--- src/rtl/vha_pkg.sv ---
`timescale 1ns / 1ps
`default_nettype none
package vha_pkg;
  localparam int COORD_W = 21;
  localparam int VALUE_W = 32;
  localparam logic [31:0] HASH_MUL_X = 32'd73856093;
  localparam logic [31:0] HASH_MUL_Y = 32'd19349663;
  localparam logic [31:0] HASH_MUL_Z = 32'd83492791;

  // configuration register index on paddr
  localparam logic [1:0] REG_SLOTS = 2'd0;

  typedef enum logic [1:0] {
    ST_NEW   = 2'd0,
    ST_ACC   = 2'd1,
    ST_DROP  = 2'd2,
    ST_CLEAR = 2'd3
  } status_t;

  typedef enum logic [0:0] {
    KIND_INSERT = 1'b0,
    KIND_CLEAR  = 1'b1
  } kind_t;

  // classified item handed from the front part to the back part
  typedef struct packed {
    logic        clear;
    logic [31:0] key_x;
    logic [31:0] key_y;
    logic [31:0] key_z;
    logic [31:0] value;
    logic [31:0] hash;
  } work_t;

  typedef enum logic [3:0] {
    BK_INIT,
    BK_IDLE,
    BK_MOD,
    BK_READ,
    BK_WAIT,
    BK_CHECK,
    BK_WRITE,
    BK_CLEAR,
    BK_OUT
  } back_state_t;
endpackage
`default_nettype wire

--- src/rtl/vha_front.sv ---
`timescale 1ns / 1ps
`default_nettype none
module vha_front #(
  parameter int COORD_BITS = 21
) (
  input  wire                      clk,
  input  wire                      rst,
  input  wire                      in_valid,
  output logic                     in_ready,
  input  wire                      kind,
  input  wire  signed [COORD_BITS-1:0] coord_x,
  input  wire  signed [COORD_BITS-1:0] coord_y,
  input  wire  signed [COORD_BITS-1:0] coord_z,
  input  wire  signed [31:0]       sample_value,
  output vha_pkg::work_t           q_data,
  output logic                     q_valid,
  input  wire                      q_ready
);
  import vha_pkg::*;

  // stage 1: extend and multiply, stage 2: xor and hand off
  logic        s1_valid;
  logic        s1_clear;
  logic [31:0] s1_x, s1_y, s1_z, s1_v;
  logic [31:0] s1_px, s1_py, s1_pz;
  logic        s2_valid;
  work_t       s2;
  logic        s2_ready;
  logic [31:0] ex, ey, ez;

  assign ex = 32'(signed'(coord_x));
  assign ey = 32'(signed'(coord_y));
  assign ez = 32'(signed'(coord_z));

  assign s2_ready = !s2_valid || q_ready;
  assign in_ready = !s1_valid || s2_ready;

  always_ff @(posedge clk) begin
    if (rst) begin
      s1_valid <= 1'b0;
      s2_valid <= 1'b0;
    end else begin
      if (in_ready) s1_valid <= in_valid;
      if (s2_ready) s2_valid <= s1_valid;
    end
    if (in_ready && in_valid) begin
      s1_clear <= (kind == KIND_CLEAR);
      s1_x <= ex;
      s1_y <= ey;
      s1_z <= ez;
      s1_v <= sample_value;
      s1_px <= HASH_MUL_X * ex;
      s1_py <= HASH_MUL_Y * ey;
      s1_pz <= HASH_MUL_Z * ez;
    end
    if (s2_ready && s1_valid) begin
      s2.clear <= s1_clear;
      s2.key_x <= s1_x;
      s2.key_y <= s1_y;
      s2.key_z <= s1_z;
      s2.value <= s1_v;
      s2.hash  <= s1_px ^ s1_py ^ s1_pz;
    end
  end

  assign q_valid = s2_valid;
  assign q_data  = s2;
endmodule
`default_nettype wire

--- config.mk ---
export PLATFORM = sky130hd
export DESIGN_NAME = vha_front
export DESIGN_NICKNAME = d
export VERILOG_FILES = /design/src/rtl/vha_pkg.sv /design/src/rtl/vha_front.sv
export SDC_FILE = /design/constraint.sdc
export NUM_CORES = 2
export LEC_CHECK = 0
export BUFFER_PORTS_ARGS = -buffer_cell sky130_fd_sc_hd__buf_4
export CAP_MARGIN = 20
export CORE_MARGIN = 4
export CORE_UTILIZATION = 56
export CTS_CLUSTER_DIAMETER = 150
export DETAILED_ROUTE_END_ITERATION = 10
export PLACE_DENSITY = 0.9
export SLEW_MARGIN = 20
export SYNTH_ARGS = -nofsm -noshare
export SYNTH_HDL_FRONTEND = slang
export SYNTH_SLANG_ARGS = --single-unit
--- constraint.sdc ---
create_clock -name clk -period 7.9 [get_ports clk]
set_input_delay 1.185 -clock clk [delete_from_list [all_inputs] [get_ports clk]]
set_output_delay 1.185 -clock clk [all_outputs]
set_load 0.01 [all_outputs]
==> run summary <==
status - finished clean
setup TNS - 0 ns
Die ar. - 0.06034 sq mm
Final Cycle Share - 0.8850
IO Count - 263
delay of the slowest critical-path stage - 0.53 ns
largest cells by area after synthesis - edfxtp_1, fa_1, ha_1
die extent in y - 245.7 microns
Antenna Nets Post-Route - 0
slowest stage cell on the critical path - fa_1
Placer Congestion - 0.9669
Buf/Inv on CP - 7
Post-synth EDFFs - 316
clock-pin slew on the worst setup and hold paths - 0.06 ns
DRC Markers - 0
critical-path cell list - buf_4 -> fa_1 -> inv_1 -> fa_1 -> fa_1 -> inv_1 -> fa_1 -> inv_1 -> fa_1 -> inv_1 -> fa_1 -> inv_1 -> fa_1 -> inv_1 -> ha_1 -> nand2_1 -> or3_4 -> o21ai_4 -> a2111oi_2 -> o311a_1 -> o41ai_2 -> xnor2_1
Final Hold Fails - 0
Multi-input gate area - 0.01906 sq mm
final core utilization - 0.6409
WS Path Type - input port to register
Adder-Cell Fraction of Synth Area - 0.4795
Initial DRC Count - 1152
critical path required time - 8.21 ns
mux cell area share after synthesis - 0
post-CTS setup buffer count - 0
Post-DP HPWL - 60190 microns
clk_skew - 0.01826 ns
Compound-Gate Fraction of Synth Area - 0.04371
Hold Crit Start - s1_x[18]
Mapped Cells - 2598
Finish-stage setup viols - 0
CTS tree - built
worst-case headroom to the max-slew limit - 0.4446
Post-Syn Area - 0.03163 sq mm
CTS hold repair buffers - 0
fraction of layout cells with a size suffix above 1 - 0.1213
Yosys Warn Count - 0
share of the synthesized area in the top cell type - 0.3000
port bufs - 262
antenna violations before repair - 0
reg2reg start - q_valid
area leader, netlist - edfxtp_1
fill cell count - 4087
register area - 0.009529 sq mm
Avg Inst Size Synth - 12.17 sq um
simple-gate portion of the synthesized area - 0.02825
clock buffer depth - 3
FF+latch count, synth - 318
post-synth cell types - 61
xor and xnor area share after synthesis - 0.05095
Syn Nets - 3628
total wire length - 71920 microns
Slew Limit Fails - 0
FMAX - 143.0 MHz
largest net degree at the start of global routing - 136
Area Growth Syn to Fin - 12.51%
minimum clock period - 6.991 ns
H-Tree Depth - 2
Worst path most repeated cell - fa_1
max-cap viol count - 0
die width - 245.7 microns
Worst Max-Slew Pin Slew - 0.8331 ns
DRT Pass-1 Iters - 7
ys flop type - edfxtp_1
Vias per Instance - 5.276
Hold Path Class - register to register
CP top delay family - adder cells
total clock buffers created by CTS - 38
starting density of the core - 0.5696
global-route wire length before repair - 113000 microns
largest family of logic cells by synthesized area - adder cells
clock sinks - 318
vias in the first global route - 21011
RSZ-0062 raised after global routing - no
WL/cell - 19.71 microns
CP Launch Type - input port
CP max FO - 7
post-cts sizing count - 0
area of the core - 0.05552 sq mm
post-synthesis sequential area ratio - 0.3013
CP endpoint kind - register
clk_lat worst skew - 0.58 ns
beginning of the critical path - coord_z[3]
antenna cell count - 0
asr flop ratio synth - 0
CTS Root Cell - clkbuf_16
Arrival @ worst endpoint - 7.30 ns
Total Routing Usage GR - 0.2428
number of cell rows - 86
grt total ovfl - 0
nets@finish - 3902
vias - 19257
[routing by layer]
layer	part of all wire	global-route usage
met1	0.40	0.3162
met2	0.50	0.4138
met3	0.069	0.04503
met4	0.033	0.08160
met5	0	0
[final timing paths]
check	endpoint	slack (ns)	cells past startpoint
worst max-delay path	s1_pz[31]	0.91	22
worst min-delay path	q_data[146]	0.41	0
worst max register to register	s1_pz[7]	5.52	4
worst min register to register	q_data[146]	0.41	0
[sequential cells by signal, summed over array words and instances (netlist names)]
name and cells:
s1_py 31, s1_z 21, s1_v 32, s1_x 21, s1_y 21, s1_px 30, q_data 128, s1_clear 1
s1_pz 31, q_valid 1, s1_valid 1
[per-stage QoR]
stage               instances  hold WS (ns)  setup WS [ns]  instance area [sq um]
floorplan                2598        0.4003         0.3433                  31630
global placement         3580        0.4002         0.4512                  34350
detailed placement       3580        0.4045         0.3046                  34350
CTS                      3650        0.4103         0.9371                  35580
global route             3650        0.4138         0.6737                  35580
finish                   3650        0.4097         0.9086                  35580
[worst register-to-register path, cell delays in order (launching register included)]
cell,delay [ns]
dfxtp_1,0.32
nor2b_1,0.19
nand2_1,0.11
and2_4,0.61
buf_12,0.65
[synthesized netlist by cell type (2+ instances only)]
master    instances
a211o_1           2
a211oi_1         16
a21o_1           23
a21oi_1          60
a21oi_2           2
a311oi_1          2
a31o_2            2
a31oi_1           4
and2_1            4
and3_1           14
and4_1            2
buf_4            33
dfxtp_1           2
edfxtp_1        316
fa_1            469
ha_1            461
inv_1           744
nand2_1          41
nand2b_1          8
nand3_1          15
nand3b_1          3
nor2_1           47
nor2b_1           9
nor3_1           14
nor4_1            7
o211a_1           2
o211ai_1          7
o21a_1           14
o21ai_0          29
o21ai_1           7
o21bai_1         11
o311a_1           2
o31ai_1           5
or2_2            10
or3_1             3
xnor2_1         154
xor2_1           30
[kinds of logic (layout without fill, tap and decap cells)]
family / count (synthesis) / in the layout
adder cells (fa/ha/maj): 931 / 931
buffers and inverters: 778 / 1082
flip-flops: 318 / 318
XOR/XNOR: 184 / 184
AND/OR/NAND/NOR: 181 / 181
AO/OA/AOI/OAI: 206 / 206
[cell usage in the layout, fill, tap and decap left out, drive strengths merged, types with 11 or more instances in the layout]
cell	instances
inv	750
fa	469
ha	461
edfxtp	316
buf	268
xnor2	154
a21oi	62
nor2	47
clkbuf	42
nand2	41
o21ai	37
xor2	30
a21o	23
a211oi	16
nand3	15
o21a	14
and3	14
nor3	14
o21bai	11
or2	11
[area by class of cell]
cell class	instances	area share
clock inverter	28	0.007630
multi-input combinational	1502	0.5358
inverter	744	0.07848
tap	748	0.02630
timing repair buffer	268	0.05689
clock buffer	42	0.02714
sequential	318	0.2678
Power is left out: the tool's default activity adds up to more than one toggle a clock period on the data nets, which glitch-free logic cannot reach.
